$ cat src/hdl/kese_pkg.sv
// Package for the key to escape sequence encoder.
// Holds the payload and descriptor types, the key codes, the byte codes and the key tables.
// No dependencies.
`default_nettype none

package kese_pkg;

   // Input transaction payload
   typedef struct packed {
      logic [4:0] key_code;
      logic       ctrl_held;
      logic       shift_held;
      logic       alt_held;
   } kese_req_type;

   // Result transaction payload
   typedef struct packed {
      logic [7:0] out_byte;
      logic       last_byte;
   } kese_rsp_type;

   localparam int SEQ_MAX = 7;

   // A fully built byte sequence for one key. seq_len is 1..SEQ_MAX.
   typedef struct packed {
      logic [SEQ_MAX-1:0][7:0] seq_bytes;
      logic [2:0]              seq_len;
   } kese_seq_type;

   // Key codes
   localparam logic [4:0] KEY_ENTER  = 5'd0;
   localparam logic [4:0] KEY_BKSP   = 5'd1;
   localparam logic [4:0] KEY_TAB    = 5'd2;
   localparam logic [4:0] KEY_ESCAPE = 5'd3;
   localparam logic [4:0] KEY_UP     = 5'd4;
   localparam logic [4:0] KEY_DOWN   = 5'd5;
   localparam logic [4:0] KEY_RIGHT  = 5'd6;
   localparam logic [4:0] KEY_LEFT   = 5'd7;
   localparam logic [4:0] KEY_HOME   = 5'd8;
   localparam logic [4:0] KEY_END    = 5'd9;
   localparam logic [4:0] KEY_INSERT = 5'd10;
   localparam logic [4:0] KEY_DELETE = 5'd11;
   localparam logic [4:0] KEY_PGUP   = 5'd12;
   localparam logic [4:0] KEY_PGDN   = 5'd13;
   localparam logic [4:0] KEY_F1     = 5'd14;
   localparam logic [4:0] KEY_F2     = 5'd15;
   localparam logic [4:0] KEY_F3     = 5'd16;
   localparam logic [4:0] KEY_F4     = 5'd17;
   localparam logic [4:0] KEY_F5     = 5'd18;
   localparam logic [4:0] KEY_F6     = 5'd19;
   localparam logic [4:0] KEY_F7     = 5'd20;
   localparam logic [4:0] KEY_F8     = 5'd21;
   localparam logic [4:0] KEY_F9     = 5'd22;
   localparam logic [4:0] KEY_F10    = 5'd23;
   localparam logic [4:0] KEY_F11    = 5'd24;
   localparam logic [4:0] KEY_F12    = 5'd25;

   // Byte codes
   localparam logic [7:0] CH_CR    = 8'h0D;
   localparam logic [7:0] CH_TAB   = 8'h09;
   localparam logic [7:0] CH_BS    = 8'h08;
   localparam logic [7:0] CH_DEL   = 8'h7F;
   localparam logic [7:0] CH_ESC   = 8'h1B;
   localparam logic [7:0] CH_LBRK  = 8'h5B;  // '['
   localparam logic [7:0] CH_SEMI  = 8'h3B;  // ';'
   localparam logic [7:0] CH_TILDE = 8'h7E;  // '~'
   localparam logic [7:0] CH_O     = 8'h4F;  // 'O'
   localparam logic [7:0] CH_ZERO  = 8'h30;  // '0'
   localparam logic [7:0] CH_ONE   = 8'h31;  // '1'

   // Final letter of the short and modified cursor / F1-F4 forms
   function automatic logic [7:0] key_final(input logic [4:0] key);
      logic [7:0] c;
      begin
         unique case (key)
            KEY_UP:    c = 8'h41;  // 'A'
            KEY_DOWN:  c = 8'h42;  // 'B'
            KEY_RIGHT: c = 8'h43;  // 'C'
            KEY_LEFT:  c = 8'h44;  // 'D'
            KEY_HOME:  c = 8'h48;  // 'H'
            KEY_END:   c = 8'h46;  // 'F'
            KEY_F1:    c = 8'h50;  // 'P'
            KEY_F2:    c = 8'h51;  // 'Q'
            KEY_F3:    c = 8'h52;  // 'R'
            KEY_F4:    c = 8'h53;  // 'S'
            default:   c = 8'h00;
         endcase
         return c;
      end
   endfunction

   // Decimal number of the tilde form as two digit values; tens is zero for one digit
   function automatic logic [7:0] key_num_bcd(input logic [4:0] key);
      logic [7:0] v;
      begin
         unique case (key)
            KEY_INSERT: v = 8'h02;
            KEY_DELETE: v = 8'h03;
            KEY_PGUP:   v = 8'h05;
            KEY_PGDN:   v = 8'h06;
            KEY_F5:     v = 8'h15;
            KEY_F6:     v = 8'h17;
            KEY_F7:     v = 8'h18;
            KEY_F8:     v = 8'h19;
            KEY_F9:     v = 8'h20;
            KEY_F10:    v = 8'h21;
            KEY_F11:    v = 8'h23;
            KEY_F12:    v = 8'h24;
            default:    v = 8'h00;
         endcase
         return v;
      end
   endfunction

endpackage

`default_nettype wire

$ cat src/hdl/kese_front.sv
// Front end of the key encoder: accepts a key transaction and builds its full byte sequence.
// Depends on kese_pkg.
`default_nettype none

module kese_front import kese_pkg::*; (
   input  wire logic         req_valid,
   input  wire kese_req_type req_data,
   input  wire logic         q_full,
   output logic              req_ready,
   output logic              q_push,
   output kese_seq_type      q_data
);

   logic [3:0] mod_num;
   logic [7:0] mod_char;
   logic [7:0] num_bcd;
   logic [7:0] fin_char;
   logic [2:0] pos;
   logic       key_ok;

   assign req_ready = ~q_full;
   assign key_ok    = (req_data.key_code <= KEY_F12);
   // drop unused key codes: they produce no bytes
   assign q_push    = req_valid & ~q_full & key_ok;

   always_comb begin
      mod_num  = 4'd1 + {3'd0, req_data.shift_held} + {2'd0, req_data.alt_held, 1'b0}
               + {1'b0, req_data.ctrl_held, 2'b00};
      mod_char = CH_ZERO + {4'd0, mod_num};
      num_bcd  = key_num_bcd(req_data.key_code);
      fin_char = key_final(req_data.key_code);
      pos      = 3'd0;
      q_data   = '0;
      q_data.seq_bytes[0] = CH_ESC;
      q_data.seq_len      = 3'd1;
      case (req_data.key_code) inside
         KEY_ENTER: q_data.seq_bytes[0] = CH_CR;
         KEY_BKSP:  q_data.seq_bytes[0] = req_data.ctrl_held ? CH_BS : CH_DEL;
         KEY_TAB:   q_data.seq_bytes[0] = CH_TAB;
         KEY_ESCAPE: q_data.seq_bytes[0] = CH_ESC;
         [KEY_UP:KEY_END], [KEY_F1:KEY_F4]: begin
            if (mod_num == 4'd1) begin
               q_data.seq_bytes[1] = (req_data.key_code >= KEY_F1) ? CH_O : CH_LBRK;
               q_data.seq_bytes[2] = fin_char;
               q_data.seq_len      = 3'd3;
            end else begin
               q_data.seq_bytes[1] = CH_LBRK;
               q_data.seq_bytes[2] = CH_ONE;
               q_data.seq_bytes[3] = CH_SEMI;
               q_data.seq_bytes[4] = mod_char;
               q_data.seq_bytes[5] = fin_char;
               q_data.seq_len      = 3'd6;
            end
         end
         [KEY_INSERT:KEY_PGDN], [KEY_F5:KEY_F12]: begin
            q_data.seq_bytes[1] = CH_LBRK;
            if (num_bcd[7:4] != 4'd0) begin
               q_data.seq_bytes[2] = CH_ZERO + {4'd0, num_bcd[7:4]};
               q_data.seq_bytes[3] = CH_ZERO + {4'd0, num_bcd[3:0]};
               pos = 3'd4;
            end else begin
               q_data.seq_bytes[2] = CH_ZERO + {4'd0, num_bcd[3:0]};
               pos = 3'd3;
            end
            if (mod_num != 4'd1) begin
               q_data.seq_bytes[pos]        = CH_SEMI;
               q_data.seq_bytes[pos + 3'd1] = mod_char;
               q_data.seq_bytes[pos + 3'd2] = CH_TILDE;
               q_data.seq_len               = pos + 3'd3;
            end else begin
               q_data.seq_bytes[pos] = CH_TILDE;
               q_data.seq_len        = pos + 3'd1;
            end
         end
         default: q_data.seq_len = 3'd1;
      endcase
   end

endmodule

`default_nettype wire

$ cat src/hdl/kese_queue.sv
// Short descriptor queue between the front and back ends of the key encoder.
// Depends on kese_pkg.
`default_nettype none

module kese_queue import kese_pkg::*; #(
   parameter int DEPTH = 2
) (
   input  wire logic         clock,
   input  wire logic         reset,
   input  wire logic         push,
   input  wire kese_seq_type push_data,
   input  wire logic         pop,
   output logic              full,
   output logic              head_valid,
   output kese_seq_type      head_data
);

   localparam int PTR_W = (DEPTH > 1) ? $clog2(DEPTH) : 1;
   localparam int CNT_W = $clog2(DEPTH + 1);

   kese_seq_type           slot_ff [DEPTH];
   logic [PTR_W-1:0]       wr_ptr_ff, wr_ptr_in;
   logic [PTR_W-1:0]       rd_ptr_ff, rd_ptr_in;
   logic [CNT_W-1:0]       count_ff, count_in;
   logic                   do_push, do_pop;

   assign full       = (count_ff == CNT_W'(DEPTH));
   assign head_valid = (count_ff != '0);
   assign head_data  = slot_ff[rd_ptr_ff];
   assign do_push    = push & ~full;
   assign do_pop     = pop & head_valid;

   always_comb begin
      wr_ptr_in = wr_ptr_ff;
      rd_ptr_in = rd_ptr_ff;
      count_in  = count_ff;
      if (do_push) begin
         wr_ptr_in = (wr_ptr_ff == PTR_W'(DEPTH - 1)) ? '0 : wr_ptr_ff + PTR_W'(1);
      end
      if (do_pop) begin
         rd_ptr_in = (rd_ptr_ff == PTR_W'(DEPTH - 1)) ? '0 : rd_ptr_ff + PTR_W'(1);
      end
      if (do_push && !do_pop) begin
         count_in = count_ff + CNT_W'(1);
      end else if (do_pop && !do_push) begin
         count_in = count_ff - CNT_W'(1);
      end
   end

   always_ff @(posedge clock) begin
      if (reset) begin
         wr_ptr_ff <= '0;
         rd_ptr_ff <= '0;
         count_ff  <= '0;
      end else begin
         wr_ptr_ff <= wr_ptr_in;
         rd_ptr_ff <= rd_ptr_in;
         count_ff  <= count_in;
      end
   end

   always_ff @(posedge clock) begin
      if (do_push) begin
         slot_ff[wr_ptr_ff] <= push_data;
      end
   end

endmodule

`default_nettype wire

$ cat src/hdl/kese_back.sv
// Back end of the key encoder: walks the head sequence and emits one byte per transaction.
// Depends on kese_pkg.
`default_nettype none

module kese_back import kese_pkg::*; (
   input  wire logic         clock,
   input  wire logic         reset,
   input  wire logic         head_valid,
   input  wire kese_seq_type head_data,
   output logic              pop,
   input  wire logic         rsp_ready,
   output logic              rsp_valid,
   output kese_rsp_type      rsp_data
);

   logic [2:0]   idx_ff, idx_in;
   logic         rsp_valid_ff, rsp_valid_in;
   kese_rsp_type rsp_data_ff, rsp_data_in;
   logic         load, is_last;

   assign load    = head_valid & (~rsp_valid_ff | rsp_ready);
   assign is_last = (idx_ff == head_data.seq_len - 3'd1);
   assign pop     = load & is_last;

   always_comb begin
      idx_in       = idx_ff;
      rsp_valid_in = rsp_valid_ff & ~rsp_ready;
      rsp_data_in  = rsp_data_ff;
      if (load) begin
         rsp_valid_in          = 1'b1;
         rsp_data_in.out_byte  = head_data.seq_bytes[idx_ff];
         rsp_data_in.last_byte = is_last;
         idx_in                = is_last ? 3'd0 : idx_ff + 3'd1;
      end
   end

   always_ff @(posedge clock) begin
      if (reset) begin
         idx_ff       <= 3'd0;
         rsp_valid_ff <= 1'b0;
      end else begin
         idx_ff       <= idx_in;
         rsp_valid_ff <= rsp_valid_in;
      end
   end

   always_ff @(posedge clock) begin
      rsp_data_ff <= rsp_data_in;
   end

   assign rsp_valid = rsp_valid_ff;
   assign rsp_data  = rsp_data_ff;

endmodule

`default_nettype wire

$ cat src/hdl/key_to_escape_sequence_encoder.sv
// Top level of the key to escape sequence encoder.
// Depends on kese_pkg, kese_front, kese_queue and kese_back.
//
//   Channel  Ports                          Dir  Payload
//   req      req_valid/req_ready/req_data   in   kese_req_type: key code, ctrl, shift, alt
//   rsp      rsp_valid/rsp_ready/rsp_data   out  kese_rsp_type: one byte, last-byte flag
//
// A key transaction with a code up to F12 yields 1 to 7 byte transactions, one per cycle
// while rsp_ready stays high; the single output register holds each byte until it is taken.
// The front builds the whole sequence in the cycle of acceptance and pushes it into a
// QUEUE_DEPTH-entry queue; req_ready drops only while that queue is full.
// Key codes above F12 are accepted and dropped without any byte.
// Reset clears the queue pointers and count, the byte index and the output valid.
// A stall on rsp holds the current byte; the front keeps taking keys until the queue fills.
`default_nettype none

module key_to_escape_sequence_encoder import kese_pkg::*; #(
   parameter int QUEUE_DEPTH = 2
) (
   input  wire logic         clock,
   input  wire logic         reset,
   input  wire logic         req_valid,
   output logic              req_ready,
   input  wire kese_req_type req_data,
   output logic              rsp_valid,
   input  wire logic         rsp_ready,
   output kese_rsp_type      rsp_data
);

   logic         q_push, q_full, q_pop, q_head_valid;
   kese_seq_type q_push_data, q_head_data;

   // Classify the key and build its sequence
   kese_front u_front (
      .req_valid (req_valid),
      .req_data  (req_data),
      .q_full    (q_full),
      .req_ready (req_ready),
      .q_push    (q_push),
      .q_data    (q_push_data)
   );

   // Hold built sequences until the back end is free
   kese_queue #(
      .DEPTH (QUEUE_DEPTH)
   ) u_queue (
      .clock      (clock),
      .reset      (reset),
      .push       (q_push),
      .push_data  (q_push_data),
      .pop        (q_pop),
      .full       (q_full),
      .head_valid (q_head_valid),
      .head_data  (q_head_data)
   );

   // Emit the bytes of the head sequence, advance on each accepted byte
   kese_back u_back (
      .clock      (clock),
      .reset      (reset),
      .head_valid (q_head_valid),
      .head_data  (q_head_data),
      .pop        (q_pop),
      .rsp_ready  (rsp_ready),
      .rsp_valid  (rsp_valid),
      .rsp_data   (rsp_data)
   );

endmodule

`default_nettype wire
$ cat config.mk
export PLATFORM = sky130hd
export DESIGN_NAME = key_to_escape_sequence_encoder
export DESIGN_NICKNAME = d
export VERILOG_FILES = /design/src/hdl/kese_pkg.sv /design/src/hdl/kese_front.sv /design/src/hdl/kese_queue.sv /design/src/hdl/kese_back.sv /design/src/hdl/key_to_escape_sequence_encoder.sv
export SDC_FILE = /design/constraint.sdc
export NUM_CORES = 1
export LEC_CHECK = 0
export BUFFER_PORTS_ARGS = -buffer_cell sky130_fd_sc_hd__buf_2
export CORE_MARGIN = 2
export CORE_UTILIZATION = 35
export CTS_CLUSTER_DIAMETER = 200
export DETAILED_ROUTE_END_ITERATION = 10
export PLACE_DENSITY = 0.6
export SETUP_SLACK_MARGIN = 0.3
export SLEW_MARGIN = 20
export SYNTH_ARGS = -nofsm -noshare
export SYNTH_HDL_FRONTEND = slang
export SYNTH_SLANG_ARGS = --single-unit
$ cat constraint.sdc
create_clock -name clock -period 10.5 [get_ports clock]
set_input_delay 2.625 -clock clock [delete_from_list [all_inputs] [get_ports clock]]
set_output_delay 2.625 -clock clock [all_outputs]
set_load 0.005 [all_outputs]
==> impl_metrics.csv, run 1 <==
group,metric,value,unit
layout,area_growth,12.3,%
setup_path,crit_path_end_kind,"flop",
synth,ys_ff_latch,87,
drt,wl_per_cell,17.1,um
timing,relSlewSlack,38.7,%
timing,final.min_clock_period,4.88,ns
worst_hold_path,hold_path_class,"reg -> reg",
cts,numCtsBuffers,9,
cts,ctsLongestPathBuffers,2,
timing,rsz0062_at_grt,"no",
drt,wl,9590,um
setup_path,critPathMaxStageDelay,0.49,ns
floorplan,ios,23,
global_route,antenna_found_initial,0,
layout,fill_cells,1232,
floorplan,coreArea,12600,um2
global_route,grt_use_met3,2.37,%
global_route,grt_pass1_vias,2869,
synth,syn_area,4510,um2
synth,synth-seq-area-share,55.9,%
drt,firstDrtPassIters,5,
synth,synth_top_area_cell,"edfxtp_1",
timing,setup_viol,0,
cts,ctsResizeCount,0,
synth,synth-main-ff-cell,"edfxtp_1",
setup_path,crit_family,"simple AND/OR/NAND/NOR gates",
setup_path,crit_required,10.76,ns
setup_path,r2r_cells,10,
setup_path,crit_fanout,15,
synth,yosys.cell_types.count,59,
synth,synth_top_area_share,51.9,%
global_route,use_met2,22.6,%
setup_path,cp.arrival,5.14,ns
synth,synth-edff-count,78,
drt,drc_errors,0,
drt,vias,2951,
floorplan,dieArea,13800,um2
cts,cts.htree.levels,3,
cts,clk_pin_slew,0.07,ns
layout,layout-drive-gt1-share,16.7,%
synth,postSynthCellCount,367,
floorplan,start_util,35.7,%
placed_design,portBuffers,21,
timing,final_max_slew_viol_count,0,
timing,fin_hold_ws,0.502,ns
setup_path,cp.depth,10,
timing,worst_pin_slew,0.907,ns
setup_path,crit_path_start_kind,"primary input",
setup_path,crit_buf_inv,3,
global_route,use_met1,20.4,%
global_route,top_usage_layer,"met2",
synth,synthTopCellsByArea,"edfxtp_1, mux4_2, mux2i_1",
power,power.density,214,nW/um2
worst_hold_path,hold_depth,2,
floorplan,dieWidth,118,um
status,outcome,"finished, final reports clean",
timing,fin_crit_sh,46.5,%
setup_path,critPathKind,"in -> reg",
timing,max_freq,205,MHz
timing,fin_setup_tns,0,ns
setup_path,critPathSlowestCell,"nor3_1",
global_route,grt-ovfl-total,0,
synth,yosys_warnings,0,
layout,nNetsFinal,413,
placed_design,place_hpwl,6730,um
cts,post_cts_buffers,0,
floorplan,placementRows,41,
floorplan,die_h,118,um
cts,hold_buffers,0,
drt,vias_per_cell,5.25,
timing,fin_worst_skew,0.00711,ns
cts,cts_root_buffer,"clkbuf_16",
cts,insertion_delay,0.33,ns
synth,synthArstFlopShare,0,%
cts,clock-sinks,87,
placed_design,place.gp.congestion,0.851,
power,leakage,1.75,nW
drt,drtIter0Drc,357,
global_route,grt_start_max_net_pins,36,
global_route,grt_pass1_wl,15400,um
cts,cts_tree,"yes",
global_route,grt_usage,14.2,%
synth,synth_nets,395,
timing,timing.final.hold_violations,0,
job,maxCapViolations,0,
setup_path,path_cells,"buf_2, inv_1, ha_1, a21boi_1, nor3_1, nand3b_1, inv_1, ha_1, or3_1, a21oi_1",
layout,n_antenna_cell,0,
power,ir_drop,0.0946,mV
drt,detail-route-antenna-nets,0,
synth,syn_area_per_cell,12.3,um2
[layout by cell type (no fill, tap or decap), types with 3 or more instances in the layout]
cell,count
edfxtp_1,78
nor2_1,25
nand2_1,24
a21oi_1,24
mux2i_1,21
buf_2,21
inv_1,17
ha_1,16
nor3_1,11
nor2b_1,11
o21ai_0,11
mux4_2,11
nand2b_1,10
dfxtp_1,9
clkbuf_16,9
o211ai_1,6
xnor2_1,6
nand3_1,5
or2_2,4
o22ai_1,4
xor2_1,4
buf_4,4
o21a_1,3
or3_1,3
a211oi_1,3
a21o_1,3
mux2_2,3
[logic make-up (layout without fill, tap and decap cells)]
kind of cell | count (synthesis) | after routing | synth area share, %
compound gates | 76 | 76 | 11.3
xor+xnor | 10 | 10 | 1.94
fa+ha+maj | 16 | 16 | 4.44
buf+inv | 35 | 58 | 3.38
flops | 87 | 87 | 55.9
mux | 35 | 35 | 10.9
other cells | 1 | 1 | 0.0832
simple gates | 107 | 107 | 12.0
[cell usage after synthesis (2+ instances only)]
| cell type | number |
|---|---|
| edfxtp_1 | 78 |
| nor2_1 | 27 |
| a21oi_1 | 24 |
| nand2_1 | 24 |
| mux2i_1 | 21 |
| inv_1 | 17 |
| ha_1 | 16 |
| mux4_2 | 11 |
| nor2b_1 | 11 |
| nor3_1 | 11 |
| o21ai_0 | 11 |
| nand2b_1 | 10 |
| dfxtp_1 | 9 |
| buf_2 | 7 |
| clkbuf_1 | 6 |
| o211ai_1 | 6 |
| xnor2_1 | 6 |
| nand3_1 | 5 |
| o22ai_1 | 4 |
| or2_2 | 4 |
| xor2_1 | 4 |
| a211oi_1 | 3 |
| a21o_1 | 3 |
| mux2_2 | 3 |
| o21a_1 | 3 |
| or3_1 | 3 |
| a21boi_0 | 2 |
| a221oi_1 | 2 |
| a22oi_1 | 2 |
| a2bb2oi_1 | 2 |
| and2_1 | 2 |
| and4_1 | 2 |
| buf_1 | 2 |
[worst min-delay path: cells and delay by family, from the launching register on]
family           cells  cell delay [ns]
flip-flops           1             0.31
AO/OA/AOI/OAI        1             0.06
AND/OR/NAND/NOR      1             0.09
[power by group]
part	leakage, nW	internal (W)	switching [W]
sequential	0.803	0.000468	0.0000237
clock	0.136	0.000166	0.000139
combinational	0.806	0.000121	0.000164
total	1.75	0.000756	0.000327
[layout make-up]
cell class	instances	area (um2)	area share, %
tap	172	215	4.25
clock buffer	9	225	4.45
timing repair buffer	25	135	2.67
inverter	17	63.8	1.26
multi-input combinational	245	1840	36.3
sequential	87	2520	49.8
clock inverter	7	63.8	1.26
[registers in the layout, indices dropped and copies added (netlist names), named ones only]
register and flops:
u_back.rsp_valid 1, u_queue.slot_ff 70, u_queue.wr_ptr_ff 1, u_queue.count_ff 2, u_back.idx_ff 3, u_back.rsp_data 8, u_queue.rd_ptr_ff 1
[metrics by stage]
stage | setup slack, ns | instances | power, W | area, um2 | utilization [%]
floorplan | 4.91 | 367 | 0.000702 | 4510 | -
global placement | 5.44 | 546 | 0.000782 | 4780 | 37.8
detailed placement | 5.27 | 546 | 0.000789 | 4780 | 37.8
CTS | 5.61 | 562 | 0.00109 | 5060 | 40.1
global route | 5.39 | 562 | 0.00114 | 5060 | 40.1
finish | 5.62 | 562 | 0.00108 | 5060 | 40.1
[per-layer routing]
layer	share of wire, %	routed length, um	vias to the layer above
li1	-	-	1414
met5	0	0	-
met4	1.2	112	0
met3	4.0	381	9
met2	46	4410	88
met1	49	4690	1440
[path summary, 6_finish.rpt]
path                            slack (ns)                          endpoint                         from
worst max-delay path                  5.62  u_queue.count_ff[1]$_SDFFE_PP0P_                  req_data[5]
worst min-delay path                  0.50       u_back.rsp_valid$_SDFF_PP0_  u_back.rsp_valid$_SDFF_PP0_
worst max register to register        7.67  u_queue.count_ff[1]$_SDFFE_PP0P_                         flop
worst min register to register        0.50       u_back.rsp_valid$_SDFF_PP0_  u_back.rsp_valid$_SDFF_PP0_
Power figures use the tool's default switching activity.
==> inputs of run 2 (changes only) <==
==> constraint.sdc (replaced) <==
create_clock -name clock -period 5.1 [get_ports clock]
set_input_delay 1.275 -clock clock [delete_from_list [all_inputs] [get_ports clock]]
set_output_delay 1.275 -clock clock [all_outputs]
set_load 0.005 [all_outputs]
==> run 2 against run 1 <==
Clock-buffer cell count is the same. Register-to-register slack lost 5.5 ns. Worst setup slack lost 4.1 ns. Via count shrank 0.64%. Global-route usage grew 0.51 points. Worst hold slack lost 0.0093 ns. Sequential power grew 110%. Power grew 100%. Utilization shrank 0.069 points. Clock skew is essentially flat. Non-clock buffer count is the same. Critical path type unchanged. Highest routed layer unchanged.
==> impl_metrics.csv, run 2 (synthesized netlist as in run 1, its figures left out) <==
group,metric,value,unit
status,outcome,"finished, final reports clean",
setup_path,crit_required,5.38,ns
cts,ctsLongestPathBuffers,2,
timing,setup_viol,0,
placed_design,place.gp.congestion,0.856,
drt,drc_errors,0,
floorplan,ios,23,
power,p_comb_share,25.9,%
cts,numCtsBuffers,9,
power,swShare,30.0,%
placed_design,portBuffers,21,
cts,cts_tree,"yes",
power,leakage,1.74,nW
setup_path,crit_fanout,15,
cts,post_cts_buffers,0,
layout,regMostFlops,"u_queue.slot_ff",
floorplan,dieWidth,118,um
drt,firstDrtPassIters,4,
cts,cts_root_buffer,"clkbuf_16",
global_route,antenna_found_initial,0,
floorplan,start_util,35.7,%
timing,timing.final.hold_violations,0,
global_route,grt_usage,14.7,%
timing,fin_worst_skew,0.00676,ns
setup_path,cp.arrival,3.82,ns
layout,largest_reg_flops,70,
timing,fin_setup_tns,0,ns
placed_design,place_hpwl,6820,um
global_route,grt_pass1_vias,2921,
power,pwr-share-seq,46.4,%
timing,max_freq,282,MHz
setup_path,crit_path_end_kind,"flop",
job,maxCapViolations,0,
power,power.density,438,nW/um2
power,p_sw,0.000665,W
timing,fin_crit_sh,69.6,%
drt,vias_per_cell,5.22,
cts,clk_pin_slew,0.06,ns
global_route,grt_start_max_net_pins,36,
cts,ctsResizeCount,0,
drt,vias,2932,
layout,final_common_cell,"edfxtp_1",
floorplan,coreArea,12600,um2
setup_path,r2r_cells,9,
layout,nNetsFinal,413,
drt,detail-route-antenna-nets,0,
layout,seqCellArea,2520,um2
layout,area_growth,12.1,%
floorplan,dieArea,13800,um2
power,clockPowerShare,27.7,%
timing,worst_slack,1.55,ns
placed_design,dpl_worst_slack,1.22,ns
timing,relSlewSlack,35.7,%
worst_hold_path,hold_path_class,"reg -> reg",
layout,multi_input_area,1840,um2
global_route,grt-ovfl-total,0,
power,p_int,0.00155,W
floorplan,die_h,118,um
layout,fill_cells,1249,
timing,fin_hold_ws,0.493,ns
floorplan,placementRows,41,
drt,drtIter0Drc,267,
cts,clock-sinks,87,
timing,worst_pin_slew,0.953,ns
cts,insertion_delay,0.35,ns
worst_hold_path,hold_depth,2,
cts,hold_buffers,0,
timing,final.min_clock_period,3.55,ns
layout,final_cell_mix,"edfxtp_1, nor2_1, nand2_1, a21oi_1",
global_route,grt_pass1_wl,15700,um
cts,cts.htree.levels,3,
drt,wl_per_cell,17.1,um
setup_path,critPathKind,"in -> reg",
timing,final_max_slew_viol_count,0,
layout,n_antenna_cell,0,
power,ir_drop,0.179,mV
layout,layout-drive-gt1-share,16.4,%
drt,wl,9620,um
setup_path,crit_path_start_kind,"primary input",
timing,rsz0062_at_grt,"no",
==> run 2: layer usage <==
layer,up-vias,GRT usage (%),wire length [um]
met5,-,0,0
li1,1415,-,-
met3,18,2.96,475
met1,1422,20.4,4550
met4,0,6.02,238
met2,77,22.7,4350
==> run 2: area by class of cell <==
cell class	count	share of cell area (%)
inverter	17	1.26
clock inverter	7	1.09
tap	172	4.26
timing repair buffer	25	2.67
sequential	87	49.9
multi-input combinational	245	36.4
clock buffer	9	4.45
==> run 2: worst paths after layout <==
kind	slack, ns	to	startpoint
worst max register to register	2.14	u_queue.count_ff[1]$_SDFFE_PP0P_	flop
worst min register to register	0.49	u_back.rsp_valid$_SDFF_PP0_	u_back.rsp_valid$_SDFF_PP0_
worst min-delay path	0.49	u_back.rsp_valid$_SDFF_PP0_	u_back.rsp_valid$_SDFF_PP0_
worst max-delay path	1.55	u_queue.count_ff[1]$_SDFFE_PP0P_	req_data[5]
==> run 2: per-stage QoR <==
step / total power (W) / std cells / cell area (um2) / util, %
2_1_floorplan: 0.00145 / 367 / 4510 / -
3_3_place_gp: 0.00161 / 546 / 4780 / 37.8
3_5_place_dp: 0.00163 / 546 / 4780 / 37.8
4_1_cts: 0.00224 / 562 / 5060 / 40.1
5_1_grt: 0.00234 / 562 / 5060 / 40.1
6_report: 0.00222 / 562 / 5060 / 40.1
==> run 2: worst max-delay path, stage by stage <==
cell      delay (ns)
buf_2           0.24
inv_1           0.17
ha_1            0.24
a21boi_1        0.16
nor3_1          0.55
nand3b_1        0.30
inv_1           0.07
ha_1            0.31
or3_1           0.36
a21oi_1         0.15
==> run 2: power by group through the flow <==
stage               Sequential, W  Combinational (W)  Clock, W
floorplan                 0.00102           0.000422         0
global placement          0.00104           0.000573         0
detailed placement        0.00105           0.000583         0
CTS                       0.00103           0.000586  0.000626
global route              0.00105           0.000639  0.000656
finish                    0.00103           0.000574  0.000613
